`src/ses_pkg.sv`:
```
// Shared types and constants for the sector error statistics block.
// Used by the top level, the rating logic and the port checker. No dependencies.
package ses_pkg;

	// input word fields, lowest bit first
	localparam int ADDR_FIELD_W = 19;
	localparam int ERR_W        = 12;
	localparam int SENSE_W      = 4;
	localparam int S_TDATA_W    = 40;

	localparam int S_ADDR_OFF   = 0;
	localparam int S_OK_OFF     = 19;
	localparam int S_ERR_OFF    = 20;
	localparam int S_SENSE_OFF  = 32;

	// counter widths
	localparam int CNT_W    = 20;
	localparam int SUM_W    = 32;
	localparam int BSUM_W   = 18;
	localparam int SEC_W    = 13;
	localparam int RATING_W = 3;

	// summary word fields, lowest bit first
	localparam int M_TDATA_W      = 240;
	localparam int M_SEEN_OFF     = 0;
	localparam int M_ERRTOT_OFF   = 20;
	localparam int M_ERRSEC_OFF   = 52;
	localparam int M_FIXSEC_OFF   = 72;
	localparam int M_FIXERR_OFF   = 92;
	localparam int M_FAIL_OFF     = 124;
	localparam int M_WORST_OFF    = 144;
	localparam int M_WADDR_OFF    = 156;
	localparam int M_RUN_OFF      = 175;
	localparam int M_PEAK_OFF     = 195;
	localparam int M_PADDR_OFF    = 213;
	localparam int M_RATING_OFF   = 232;
	localparam int M_USED_W       = 235;

	localparam logic [SENSE_W-1:0] SENSE_RECOVERED = 4'h1;

	localparam logic [RATING_W-1:0] RATE_EXCELLENT  = 3'd0;
	localparam logic [RATING_W-1:0] RATE_GOOD       = 3'd1;
	localparam logic [RATING_W-1:0] RATE_ACCEPTABLE = 3'd2;
	localparam logic [RATING_W-1:0] RATE_FAIR       = 3'd3;
	localparam logic [RATING_W-1:0] RATE_POOR       = 3'd4;
	localparam logic [RATING_W-1:0] RATE_BAD        = 3'd5;

	localparam int GOOD_RUN_LIM   = 3;
	localparam int GOOD_WORST_LIM = 50;
	localparam int ACC_RUN_LIM    = 10;
	localparam int ACC_WORST_LIM  = 100;
	localparam int ACC_FACTOR     = 10;
	localparam int FAIR_FACTOR    = 50;

	typedef struct packed {
		logic [CNT_W-1:0]        sectors_seen;
		logic [SUM_W-1:0]        error_total;
		logic [CNT_W-1:0]        error_sectors;
		logic [CNT_W-1:0]        fixed_sectors;
		logic [SUM_W-1:0]        fixed_errors;
		logic [CNT_W-1:0]        failed_reads;
		logic [ERR_W-1:0]        worst_count;
		logic [ADDR_FIELD_W-1:0] worst_address;
		logic [CNT_W-1:0]        longest_run;
		logic [BSUM_W-1:0]       peak_second;
		logic [ADDR_FIELD_W-1:0] peak_second_address;
		logic [SEC_W-1:0]        seconds;
	} summary_t;

endpackage

```
`src/ses_rating.sv`:
```
// Quality rating of a finished scan from its summary figures.
// Depends on ses_pkg.
module ses_rating (
	input  ses_pkg::summary_t              summary,
	output logic [ses_pkg::RATING_W-1:0]   rating
);
	import ses_pkg::*;

	logic [SUM_W-1:0] secs;
	logic [SUM_W-1:0] secs_acc;
	logic [SUM_W-1:0] secs_fair;

	// per-second averages become compares against scaled second counts
	assign secs      = SUM_W'(summary.seconds);
	assign secs_acc  = SUM_W'(summary.seconds) * SUM_W'(ACC_FACTOR);
	assign secs_fair = SUM_W'(summary.seconds) * SUM_W'(FAIR_FACTOR);

	always_comb begin
		if (summary.failed_reads != '0) begin
			rating = RATE_BAD;
		end else if (summary.error_sectors == '0) begin
			rating = RATE_EXCELLENT;
		end else if (summary.error_total < secs
				&& summary.longest_run < CNT_W'(GOOD_RUN_LIM)
				&& summary.worst_count < ERR_W'(GOOD_WORST_LIM)) begin
			rating = RATE_GOOD;
		end else if (summary.error_total < secs_acc
				&& summary.longest_run < CNT_W'(ACC_RUN_LIM)
				&& summary.worst_count < ERR_W'(ACC_WORST_LIM)) begin
			rating = RATE_ACCEPTABLE;
		end else if (summary.error_total < secs_fair) begin
			rating = RATE_FAIR;
		end else begin
			rating = RATE_POOR;
		end
	end

endmodule

```
`src/sector_error_statistics_top.sv`:
```
// Sector error statistics: top level with the statistics state and the summary pipeline.
// Depends on ses_pkg and ses_rating.
//
// Usage: one word per scanned sector on the s_ channel; s_tlast marks the final
// sector of the scan and s_tuser marks the first sector of a track. One summary
// word leaves on the m_ channel for every final sector; other sectors give none.
// Throughput: one sector word per cycle unless a final sector waits (see Stalls);
// every statistic is a single saturating add or compare between the input
// register and the state registers.
// Path: the accepting edge fills the input register with the final sector, then
// the snapshot register, then the output register that drives m_tvalid; the rating
// is worked out on the way from snapshot to output.
// Stalls: while m_tready is low, ordinary sector words keep flowing. A final
// sector waits in the input register only when both the snapshot and the output
// register hold summaries not yet taken, and s_tready then drops.
// Reset: every statistic, the second position and all valid flags clear; no
// clearing pass is needed. All statistics also clear right after a summary.
module sector_error_statistics_top #(
	parameter int ADDR_WIDTH         = 19,
	parameter int SECTORS_PER_BUCKET = 75
) (
	input  logic                          clk,
	input  logic                          arst_n,
	input  logic                          s_tvalid,
	output logic                          s_tready,
	// sector_address[18:0], read_ok[19], error_count[31:20], sense_code[35:32]
	input  logic [ses_pkg::S_TDATA_W-1:0] s_tdata,
	input  logic                          s_tlast,
	// track_begin[0]
	input  logic                          s_tuser,
	output logic                          m_tvalid,
	input  logic                          m_tready,
	// sectors_seen[19:0], error_total[51:20], error_sectors[71:52],
	// fixed_sectors[91:72], fixed_errors[123:92], failed_reads[143:124],
	// worst_count[155:144], worst_address[174:156], longest_run[194:175],
	// peak_second[212:195], peak_second_address[231:213], rating[234:232]
	output logic [ses_pkg::M_TDATA_W-1:0] m_tdata
);
	import ses_pkg::*;

	localparam int POS_W = (SECTORS_PER_BUCKET > 1) ? $clog2(SECTORS_PER_BUCKET) : 1;
	localparam int EXT_W = ADDR_WIDTH + ADDR_FIELD_W;

	// input register
	logic                    valid_s1;
	logic [ADDR_FIELD_W-1:0] addr_s1;
	logic                    ok_s1;
	logic [ERR_W-1:0]        errs_s1;
	logic [SENSE_W-1:0]      sense_s1;
	logic                    tbeg_s1;
	logic                    last_s1;

	// statistics
	logic [CNT_W-1:0]      seen_q, err_sec_q, rec_sec_q, fail_q, run_now_q, run_best_q;
	logic [SUM_W-1:0]      err_sum_q, rec_sum_q;
	logic [SEC_W-1:0]      secs_q;
	logic [ERR_W-1:0]      max_errs_q;
	logic [ADDR_WIDTH-1:0] max_addr_q, bkt_addr_q, bkt_best_addr_q;
	logic [POS_W-1:0]      bkt_pos_q;
	logic [BSUM_W-1:0]     bkt_sum_q, bkt_best_q;

	logic [CNT_W-1:0]      n_seen, n_err_sec, n_rec_sec, n_fail, n_run_now, n_run_best;
	logic [SUM_W-1:0]      n_err_sum, n_rec_sum;
	logic [SEC_W-1:0]      n_secs;
	logic [ERR_W-1:0]      n_max_errs;
	logic [ADDR_WIDTH-1:0] n_max_addr, n_bkt_addr, n_bkt_best_addr;
	logic [POS_W-1:0]      n_bkt_pos;
	logic [BSUM_W-1:0]     n_bkt_sum, n_bkt_best;

	logic [EXT_W-1:0]      addr_in_ext, waddr_ext, paddr_ext;
	logic [ADDR_WIDTH-1:0] addr;
	logic                  is_fail, is_unrec, is_rec, first_in_bkt;
	logic [CNT_W-1:0]      run_base, run_inc;
	logic [BSUM_W-1:0]     bkt_base, bkt_add;
	logic [BSUM_W:0]       bkt_wide;
	logic [SUM_W:0]        err_wide, rec_wide;

	// summary path
	logic                  snap_valid_q;
	summary_t              snap_q;
	summary_t              n_snap;
	logic [RATING_W-1:0]   rating;
	logic [M_TDATA_W-1:0]  out_word;
	logic                  s1_go, snap_go, snap_free;

	assign snap_go   = snap_valid_q && (!m_tvalid || m_tready);
	assign snap_free = !snap_valid_q || snap_go;
	assign s1_go     = valid_s1 && (!last_s1 || snap_free);
	assign s_tready  = !valid_s1 || s1_go;

	always_ff @(posedge clk or negedge arst_n) begin
		if (!arst_n) begin
			valid_s1 <= 1'b0;
		end else if (s_tready) begin
			valid_s1 <= s_tvalid;
		end
	end

	always_ff @(posedge clk) begin
		if (s_tvalid && s_tready) begin
			addr_s1  <= s_tdata[S_ADDR_OFF +: ADDR_FIELD_W];
			ok_s1    <= s_tdata[S_OK_OFF];
			errs_s1  <= s_tdata[S_ERR_OFF +: ERR_W];
			sense_s1 <= s_tdata[S_SENSE_OFF +: SENSE_W];
			tbeg_s1  <= s_tuser;
			last_s1  <= s_tlast;
		end
	end

	// next statistics for the word in the input register
	always_comb begin
		addr_in_ext  = {{ADDR_WIDTH{1'b0}}, addr_s1};
		addr         = addr_in_ext[ADDR_WIDTH-1:0];
		is_fail      = !ok_s1;
		is_unrec     = ok_s1 && (errs_s1 != '0) && (sense_s1 != SENSE_RECOVERED);
		is_rec       = ok_s1 && (errs_s1 != '0) && (sense_s1 == SENSE_RECOVERED);
		first_in_bkt = (bkt_pos_q == '0);

		n_seen    = (&seen_q) ? seen_q : seen_q + 1'b1;
		n_bkt_pos = (bkt_pos_q == POS_W'(SECTORS_PER_BUCKET - 1)) ? '0 : bkt_pos_q + 1'b1;

		n_secs     = (first_in_bkt && !(&secs_q)) ? secs_q + 1'b1 : secs_q;
		n_bkt_addr = first_in_bkt ? addr : bkt_addr_q;
		bkt_base   = first_in_bkt ? '0 : bkt_sum_q;

		if (is_fail) begin
			bkt_add = BSUM_W'(1);
		end else if (is_unrec) begin
			bkt_add = BSUM_W'(errs_s1);
		end else begin
			bkt_add = '0;
		end
		bkt_wide  = {1'b0, bkt_base} + {1'b0, bkt_add};
		n_bkt_sum = bkt_wide[BSUM_W] ? '1 : bkt_wide[BSUM_W-1:0];

		if (n_bkt_sum > bkt_best_q) begin
			n_bkt_best      = n_bkt_sum;
			n_bkt_best_addr = n_bkt_addr;
		end else begin
			n_bkt_best      = bkt_best_q;
			n_bkt_best_addr = bkt_best_addr_q;
		end

		// bad run: failed or unrecovered sectors in a row, restarted per track
		run_base   = tbeg_s1 ? '0 : run_now_q;
		run_inc    = (&run_base) ? run_base : run_base + 1'b1;
		n_run_now  = (is_fail || is_unrec) ? run_inc : '0;
		n_run_best = (n_run_now > run_best_q) ? n_run_now : run_best_q;

		n_fail = (is_fail && !(&fail_q)) ? fail_q + 1'b1 : fail_q;

		err_wide  = {1'b0, err_sum_q} + (SUM_W + 1)'(errs_s1);
		n_err_sum = !is_unrec ? err_sum_q : (err_wide[SUM_W] ? '1 : err_wide[SUM_W-1:0]);
		n_err_sec = (is_unrec && !(&err_sec_q)) ? err_sec_q + 1'b1 : err_sec_q;

		if (is_unrec && errs_s1 > max_errs_q) begin
			n_max_errs = errs_s1;
			n_max_addr = addr;
		end else begin
			n_max_errs = max_errs_q;
			n_max_addr = max_addr_q;
		end

		rec_wide  = {1'b0, rec_sum_q} + (SUM_W + 1)'(errs_s1);
		n_rec_sum = !is_rec ? rec_sum_q : (rec_wide[SUM_W] ? '1 : rec_wide[SUM_W-1:0]);
		n_rec_sec = (is_rec && !(&rec_sec_q)) ? rec_sec_q + 1'b1 : rec_sec_q;

		waddr_ext = {{ADDR_FIELD_W{1'b0}}, n_max_addr};
		paddr_ext = {{ADDR_FIELD_W{1'b0}}, n_bkt_best_addr};

		n_snap.sectors_seen        = n_seen;
		n_snap.error_total         = n_err_sum;
		n_snap.error_sectors       = n_err_sec;
		n_snap.fixed_sectors       = n_rec_sec;
		n_snap.fixed_errors        = n_rec_sum;
		n_snap.failed_reads        = n_fail;
		n_snap.worst_count         = n_max_errs;
		n_snap.worst_address       = waddr_ext[ADDR_FIELD_W-1:0];
		n_snap.longest_run         = n_run_best;
		n_snap.peak_second         = n_bkt_best;
		n_snap.peak_second_address = paddr_ext[ADDR_FIELD_W-1:0];
		n_snap.seconds             = n_secs;
	end

	always_ff @(posedge clk or negedge arst_n) begin
		if (!arst_n) begin
			seen_q          <= '0;
			secs_q          <= '0;
			err_sum_q       <= '0;
			err_sec_q       <= '0;
			rec_sec_q       <= '0;
			rec_sum_q       <= '0;
			fail_q          <= '0;
			max_errs_q      <= '0;
			max_addr_q      <= '0;
			run_now_q       <= '0;
			run_best_q      <= '0;
			bkt_pos_q       <= '0;
			bkt_sum_q       <= '0;
			bkt_addr_q      <= '0;
			bkt_best_q      <= '0;
			bkt_best_addr_q <= '0;
		end else if (s1_go) begin
			if (last_s1) begin
				// summary taken: start the next scan from nothing
				seen_q          <= '0;
				secs_q          <= '0;
				err_sum_q       <= '0;
				err_sec_q       <= '0;
				rec_sec_q       <= '0;
				rec_sum_q       <= '0;
				fail_q          <= '0;
				max_errs_q      <= '0;
				max_addr_q      <= '0;
				run_now_q       <= '0;
				run_best_q      <= '0;
				bkt_pos_q       <= '0;
				bkt_sum_q       <= '0;
				bkt_addr_q      <= '0;
				bkt_best_q      <= '0;
				bkt_best_addr_q <= '0;
			end else begin
				seen_q          <= n_seen;
				secs_q          <= n_secs;
				err_sum_q       <= n_err_sum;
				err_sec_q       <= n_err_sec;
				rec_sec_q       <= n_rec_sec;
				rec_sum_q       <= n_rec_sum;
				fail_q          <= n_fail;
				max_errs_q      <= n_max_errs;
				max_addr_q      <= n_max_addr;
				run_now_q       <= n_run_now;
				run_best_q      <= n_run_best;
				bkt_pos_q       <= n_bkt_pos;
				bkt_sum_q       <= n_bkt_sum;
				bkt_addr_q      <= n_bkt_addr;
				bkt_best_q      <= n_bkt_best;
				bkt_best_addr_q <= n_bkt_best_addr;
			end
		end
	end

	always_ff @(posedge clk or negedge arst_n) begin
		if (!arst_n) begin
			snap_valid_q <= 1'b0;
		end else if (s1_go && last_s1) begin
			snap_valid_q <= 1'b1;
		end else if (snap_go) begin
			snap_valid_q <= 1'b0;
		end
	end

	always_ff @(posedge clk) begin
		if (s1_go && last_s1) begin
			snap_q <= n_snap;
		end
	end

	ses_rating u_rating (
		.summary (snap_q),
		.rating  (rating)
	);

	always_comb begin
		out_word                                      = '0;
		out_word[M_SEEN_OFF   +: CNT_W]               = snap_q.sectors_seen;
		out_word[M_ERRTOT_OFF +: SUM_W]               = snap_q.error_total;
		out_word[M_ERRSEC_OFF +: CNT_W]               = snap_q.error_sectors;
		out_word[M_FIXSEC_OFF +: CNT_W]               = snap_q.fixed_sectors;
		out_word[M_FIXERR_OFF +: SUM_W]               = snap_q.fixed_errors;
		out_word[M_FAIL_OFF   +: CNT_W]               = snap_q.failed_reads;
		out_word[M_WORST_OFF  +: ERR_W]               = snap_q.worst_count;
		out_word[M_WADDR_OFF  +: ADDR_FIELD_W]        = snap_q.worst_address;
		out_word[M_RUN_OFF    +: CNT_W]               = snap_q.longest_run;
		out_word[M_PEAK_OFF   +: BSUM_W]              = snap_q.peak_second;
		out_word[M_PADDR_OFF  +: ADDR_FIELD_W]        = snap_q.peak_second_address;
		out_word[M_RATING_OFF +: RATING_W]            = rating;
	end

	always_ff @(posedge clk or negedge arst_n) begin
		if (!arst_n) begin
			m_tvalid <= 1'b0;
		end else if (snap_go) begin
			m_tvalid <= 1'b1;
		end else if (m_tready) begin
			m_tvalid <= 1'b0;
		end
	end

	always_ff @(posedge clk) begin
		if (snap_go) begin
			m_tdata <= out_word;
		end
	end

endmodule

```
`config.mk`:
```
export PLATFORM = sky130hd
export DESIGN_NAME = sector_error_statistics_top
export DESIGN_NICKNAME = d
export VERILOG_FILES = /design/src/ses_pkg.sv /design/src/ses_rating.sv /design/src/sector_error_statistics_top.sv
export SDC_FILE = /design/constraint.sdc
export NUM_CORES = 1
export LEC_CHECK = 0
export BUFFER_PORTS_ARGS = -buffer_cell sky130_fd_sc_hd__buf_4
export CORE_MARGIN = 8
export CORE_UTILIZATION = 60
export CTS_CLUSTER_DIAMETER = 80
export DETAILED_ROUTE_END_ITERATION = 6
export PLACE_DENSITY = 0.87
export SLEW_MARGIN = 20
export SYNTH_ARGS = -nofsm -noshare
export SYNTH_HDL_FRONTEND = slang
export SYNTH_HIERARCHICAL = 1
export SYNTH_SLANG_ARGS = --single-unit
```
`constraint.sdc`:
```
create_clock -name clk -period 35.6 [get_ports clk]
set_clock_uncertainty 0.2 [all_clocks]
set_input_delay 1.78 -clock clk [delete_from_list [all_inputs] [get_ports clk]]
set_output_delay 1.78 -clock clk [all_outputs]
set_load 0.02 [all_outputs]
```
==> metrics.md, run 1 <==
| Metric | Value |
|---|---|
| Status | `completed` |
| Row count | `95` |
| Yosys warning count | `6` |
| Die Ht | `approximately 280 um` |
| Top cell type's share of synthesized area | `between 30% and 40%` |
| Htree depth | `3` |
| Hold Crit Class | `register to register` |
| Setup CP Type | `register to register` |
| R2R setup slack | `~27000 ps` |
| Num ports | `around 290` |
| Post-route minimum period | `approximately 8000 ps` |
| GRT met2 Usage | `between 40% and 50%` |
| Compound-gate portion of the synthesized area | `13.32%` |
| Max VDD drop | `around 0.050 mV` |
| DP Area | `~43000 sq um` |
| Resize count post-CTS | `0` |
| Die footprint | `75880 sq um` |
| Critical path data required time | `35850 ps` |
| CP Cell Sequence | `inv_1 > ha_1 > nor3b_1 > nand2_1 > and2_1 > ha_1 > and2_1 > o21a_1 > o21ai_0 > a21o_1 > nor3_1 > nor2_1 > inv_1 > ha_1 > nand2_1 > or4_1 > o31ai_4 > buf_4 > nand2b_1 > o2bb2ai_1` |
| WL/cell | `approximately 22 um` |
| Post-route ant nets | `0` |
| Post-synthesis mux area share | `around 3%` |
| Vias in the first global route | `roughly 29000` |
| Port Buf Inserts | `278` |
| Register bit total from synthesis | `830` |
| DP Cell Count | `between 4000 and 5000` |
| Area share of fa/ha/maj cells after synthesis | `under 10%` |
| Max stage delay on crit path | `between 900 and 1000 ps` |
| Post-layout instance area | `46010 sq um` |
| Critical path peak fanout | `between 50 and 60` |
| Crit path DAT | `approximately 8400 ps` |
| Post-Synth Simple-Gate Area | `approximately 12%` |
| Slew HR | `24.02%` |
| Buf/Inv on CP | `3` |
| Setup Total Neg Slack | `0 ps` |
| Pre-CTS setup slack | `about 28000 ps` |
| Die X | `roughly 280 um` |
| Post-CTS setup buffer count | `0` |
| # Max-Cap Violations | `0` |
| Final Wtd Congestion | `around 0.92` |
| Most frequent cells in the layout | `edfxtp_1 (518), nand2_1 (319), dfrtp_1 (312)` |
| Main combinational cell family by area after synthesis | `compound AO/OA/AOI/OAI gates` |
| CP most frequent cell | `ha_1` |
| Top Usage Layer GRT | `met2` |
| Final Hold Vio Count | `0` |
| Fraction of registers with async set/reset | `37.59%` |
| Clk Latency, worst-skew pair | `approximately 630 ps` |
| PwrDens | `slightly below 60 nW/um^2` |
| DR DRC count | `0` |
| Post-route worst setup slack | `between 20000 and 30000 ps` |
| Slew Limit Fails | `0` |
| Vias per cell | `6.226` |
| Initial Util | `between 60% and 70%` |
| Setup crit start kind | `register` |
| Clock Path Buffers | `3` |
| Post-Syn Area | `approximately 40000 sq um` |
| Dpl hpwl | `65.98 mm` |
| Fillcell total | `~4500` |
| Slowest stage cell, crit path | `nand2b_1` |
| Largest area contributor in the netlist | `edfxtp_1` |
| Sequential area share after synthesis | `between 50% and 60%` |
| Clock Sinks | `between 800 and 900` |
| Layout area overhead | `13.92%` |
| RSZ-0062 raised after global routing | `no` |
| DR pass1 iterations | `6` |
| Antenna violations before repair | `4` |
| Post-synth EDFFs | `around 520` |
| Post-Route WL | `99.74 mm` |
| Total Nets Final | `between 3000 and 4000` |
| Top FF cell, synth | `edfxtp_1` |
| Final core utilization | `between 60 and 70%` |
| Reg area | `~23000 sq um` |
| Fraction of layout cells with a size suffix above 1 | `between 10% and 20%` |
| Global-route wire length before repair | `156.1 mm` |
| Fmax | `between 100 and 150 MHz` |
| Total GRT Usage | `between 20% and 30%` |
| Vias | `approximately 29000` |
| Least-Margin Pin Slew | `~1100 ps` |
| Commonest non-fill, non-tap cell in the layout | `edfxtp_1` |
| CTS tree | `yes` |
| Fin cells | `around 4600` |
| Cell family with most CP delay | `simple AND/OR/NAND/NOR gates` |
| Multi-input gate area | `15850 sq um` |
| Final period utilization | `a little under a quarter` |
| Crit end category | `register` |
| M3 GR Usage | `under 10%` |
| Core area | `66920 sq um` |
| Number of DRC markers in iteration 0 | `approximately 2800` |
| Largest net degree at the start of global routing | `roughly 170` |
| Syn Area/Cell | `around 12 sq um` |
| Lkg Pwr | `between 15 and 20 nW` |
| Clock Root Buffer | `clkbuf_16` |
| Post-Synthesis Cells | `around 3500` |
| Num CTS Buffers | `between 80 and 90` |
| GR Layer Usage met1 | `33.34%` |
| Xor/xnor cell area share of the yosys netlist | `approximately 3.4%` |
| Synth top area cells | `edfxtp_1 (39%), dfrtp_1 (19%), ha_1 (6.3%)` |
| Final setup viols | `0` |
| CTS Hold Buffers Added | `0` |
| Synth cell types | `93` |
| Clk slew on worst S/H paths | `around 60 ps` |
| GRT overflow | `0` |
state kept, by name (all words and copies together) (netlist names), 20 cells and up:
register and cells:
m_tdata 235, out_word 232, err_sum_q 32, rec_sum_q 32, err_sec_q 20, fail_q 20, rec_sec_q 20, run_best_q 20
run_now_q 20, seen_q 20
per-layer routing:
metal,share of wire [%],wire length [um]
met5,0,0
met1,40,39800
met4,4.1,4138
met2,48,47840
met3,8.0,7969
synth_stat cells, drive strengths merged (54+ instances only):
cell type  count
nor3          73
xor2          54
edfxtp       518
inv          162
nor2         207
dfrtp        312
mux2i         66
a21oi        141
clkbuf       123
o21ai        247
and3          64
a22o         104
xnor2        101
nand2        321
nand3         82
ha           204
metrics by stage:
stage | hold slack [ps] | total power [mW]
3_5_place_dp | 204.5 | 1.862
6_report | 208.9 | 2.733
4_1_cts | 199.1 | 2.740
3_3_place_gp | 201.1 | 1.831
2_1_floorplan | 200.3 | 1.670
5_1_grt | 211.6 | 2.850
cells by family (layout without fill, tap and decap cells):
group           Yosys count  in the layout
fa+ha+maj               216            216
flops                   830            830
mux                     115            115
other cells               1              9
compound gates          798            798
buf+inv                 328            627
xor+xnor                155            155
simple gates           1010           1010
power by group:
part	switching (mW)	total, mW	internal (mW)
clock	0.375	0.874	0.500
sequential	0.0800	1.25	1.17
combinational	0.375	0.605	0.229
total	0.830	2.73	1.90
cell type report:
| class | instances | share of cell area, % |
|---|---|---|
| clock buffer | 111 | 5.055 |
| timing repair buffer | 308 | 5.123 |
| antenna | 4 | 0.02175 |
| multi-input combinational | 2299 | 34.44 |
| clock inverter | 46 | 0.8702 |
| inverter | 162 | 1.338 |
| tap | 873 | 2.374 |
| sequential | 830 | 50.77 |
path summary, 6_finish.rpt:
check                              from                  end  depth (start not counted)
max in group asynchronous        arst_n         rec_sec_q[5]                          2
max                        bkt_pos_q[0]  bkt_best_addr_q[12]                         20
min                        out_word[16]          m_tdata[16]                          0
min reg2reg                out_word[16]          m_tdata[16]                          0
min in group asynchronous        arst_n       run_best_q[11]                          1
max reg2reg                bkt_pos_q[0]  bkt_best_addr_q[12]                         20
Note: power is estimated with default switching activity, not from simulation.
==> run 2: changes to the inputs <==
- CORE_UTILIZATION: 60 -> 55
- PLACE_DENSITY: 0.87 -> 0.85
- clock period: 35.6 -> 6.8 ns (I/O delays scaled with it)
==> metrics.md, run 2 (same netlist as run 1, synthesis figures left out) <==
| Metric | Value |
|---|---|
| Status | `completed` |
| Clk Latency, worst-skew pair | `660 ps (+30 ps)` |
| Total Nets Final | `4002 (+1.4%)` |
| Vias per cell | `6.084 (-2.3%)` |
| CTS Hold Buffers Added | `41 (+41)` |
| Clock Sinks | `830 (unchanged)` |
| Final Hold Vio Count | `0 (unchanged)` |
| Max reg flops | `235 (unchanged)` |
| Row count | `99 (+4.2%)` |
| Slew HR | `27.64% (+3.6 points)` |
| Resize count post-CTS | `0 (unchanged)` |
| Post-route minimum period | `6319 ps (-1819 ps)` |
| Post-Route WL | `101.4 mm (+1.7%)` |
| Fraction of layout cells with a size suffix above 1 | `14.66% (+0.093 points)` |
| GRT overflow | `0 (unchanged)` |
| CP Cell Sequence | `inv_1 > ha_1 > nor3b_1 > nand2_1 > buf_4 > nand2_1 > inv_1 > ha_1 > a211oi_1 > o21ai_0 > a31oi_1 > nor4bb_1 > a31o_2 > or3_1 > ha_1 > nand2_1 > or4_1 > o31ai_4 > buf_12 > nor2_1 > buf_4 > a22o_1` |
| Antenna violations before repair | `4 (unchanged)` |
| Least-Margin Pin Slew | `1085 ps (-38.60 ps)` |
| Num ports | `288 (unchanged)` |
| Layout area overhead | `15.94%` |
| Post-layout instance area | `46830 sq um (+1.8%)` |
| Pre-CTS setup slack | `577.1 ps (-27090 ps)` |
| Critical path peak fanout | `38 (-30%)` |
| Die X | `287.0 um (+4.2%)` |
| Crit end category | `register` |
| Setup Total Neg Slack | `0 ps (unchanged)` |
| Initial Util | `55.45% (-4.9 points)` |
| Dpl hpwl | `65.79 mm (-0.29%)` |
| Total GRT Usage | `23.85% (-2.1 points)` |
| PwrDens | `310.7 nW/um^2 (+420%)` |
| Post-route ant nets | `0 (unchanged)` |
| Most frequent cells in the layout | `edfxtp_1 (518), nand2_1 (319), dfrtp_1 (312), buf_4 (312), o21ai_0 (236)` |
| Max stage delay on crit path | `590 ps (-320 ps)` |
| Final Wtd Congestion | `0.8916 (-2.9%)` |
| RSZ-0062 raised after global routing | `no` |
| Die footprint | `82360 sq um (+8.6%)` |
| Post-CTS setup buffer count | `0 (unchanged)` |
| CTS tree | `yes` |
| Setup CP Type | `register to register` |
| DR pass1 iterations | `7 (+1)` |
| Max VDD drop | `0.2948 mV (+490%)` |
| Global-route wire length before repair | `157.9 mm (+1.1%)` |
| DP Area | `43490 sq um (+0.50%)` |
| Port Buf Inserts | `278 (unchanged)` |
| Vias in the first global route | `28334 (-0.84%)` |
| Final period utilization | `92.93% (+70 points)` |
| Most flops, register | `m_tdata` |
| Clock Root Buffer | `clkbuf_16` |
| Num CTS Buffers | `86 (+2.4%)` |
| Critical path data required time | `7120 ps (-28730 ps)` |
| Slew Limit Fails | `0 (unchanged)` |
| Crit path DAT | `6640 ps (-1750 ps)` |
| Setup crit start kind | `register` |
| Core area | `72830 sq um (+8.8%)` |
| Fin cells | `4777 (+3.1%)` |
| Htree depth | `3 (unchanged)` |
| DP Cell Count | `4568 (+2.1%)` |
| WL/cell | `21.23 um (-1.4%)` |
| DR DRC count | `0 (unchanged)` |
| Clk slew on worst S/H paths | `60 ps (about the same)` |
| Final setup viols | `0 (unchanged)` |
| Post-route worst setup slack | `481.1 ps (-26980 ps)` |
| Largest net degree at the start of global routing | `191 (+9.8%)` |
| Clock Path Buffers | `3 (unchanged)` |
| Slowest stage cell, crit path | `or4_1` |
| Fmax | `158.3 MHz (+29%)` |
| Commonest non-fill, non-tap cell in the layout | `edfxtp_1` |
| Die Ht | `287.0 um (+4.2%)` |
| Vias | `29063 (+0.75%)` |
| Number of DRC markers in iteration 0 | `2490 (-11%)` |
| Hold Crit Class | `input port to asynchronous set/reset pin` |
| # Max-Cap Violations | `0 (unchanged)` |
| Lkg Pwr | `19.44 nW (+1.4%)` |
==> run 2: cell type report <==
class	instances	area, sq um
inverter	162	615.6
clock inverter	42	475.5
fill	5263	26010
clock buffer	120	2390
antenna	4	10.01
tap	959	1200
timing repair buffer	361	2907
multi-input combinational	2299	15870
sequential	830	23360
==> run 2: worst paths after layout <==
kind	from	to	slack, ps	cells past startpoint
setup / recovery	bkt_pos_q[0]	bkt_best_q[15]	480	22
hold / removal	arst_n	run_best_q[11]	100	2
setup reg to reg	bkt_pos_q[0]	bkt_best_q[15]	480	22
hold reg to reg	out_word[2]	m_tdata[2]	210	0
max in group asynchronous	arst_n	bkt_best_addr_q[10]	4820	3
min in group clk	s_tdata[7]	addr[7]	200	2
==> run 2: metal layers <==
layer | GRT usage (%) | vias to the layer above | wire [um]
met5 | 0 | - | 14
met4 | 8.867 | 2 | 3500
met3 | 4.426 | 238 | 7620
met2 | 39.58 | 1202 | 49130
met1 | 31.17 | 14223 | 41150
li1 | - | 13398 | -
==> run 2: report_power, final <==
part,internal [mW],leakage (nW),total [mW],switching (mW)
Combinational,1.26,8.75,3.21,1.95
Sequential,6.15,9.31,6.58,0.438
Clock,2.75,1.38,4.76,2.01
Total,10.2,19.4,14.5,4.40
==> run 2: metrics by stage <==
step,total power [mW],hold slack (ps),util [%]
2_1_floorplan,8.678,-155.6,-
3_3_place_gp,9.643,177.8,59.70
3_5_place_dp,9.785,184.3,59.70
4_1_cts,14.57,105.6,64.20
5_1_grt,15.16,171.2,64.29
6_report,14.55,97.82,64.29
==> run 2: critical path, delay by kind of cell, from the launching register on <==
| kind | cells | cell delay, ps |
|---|---|---|
| buffers and inverters | 5 | 880 |
| DFF | 1 | 420 |
| AOI/OAI and AO/OA | 6 | 1770 |
| adders and majority gates | 3 | 780 |
| and+or+nand+nor | 8 | 2130 |
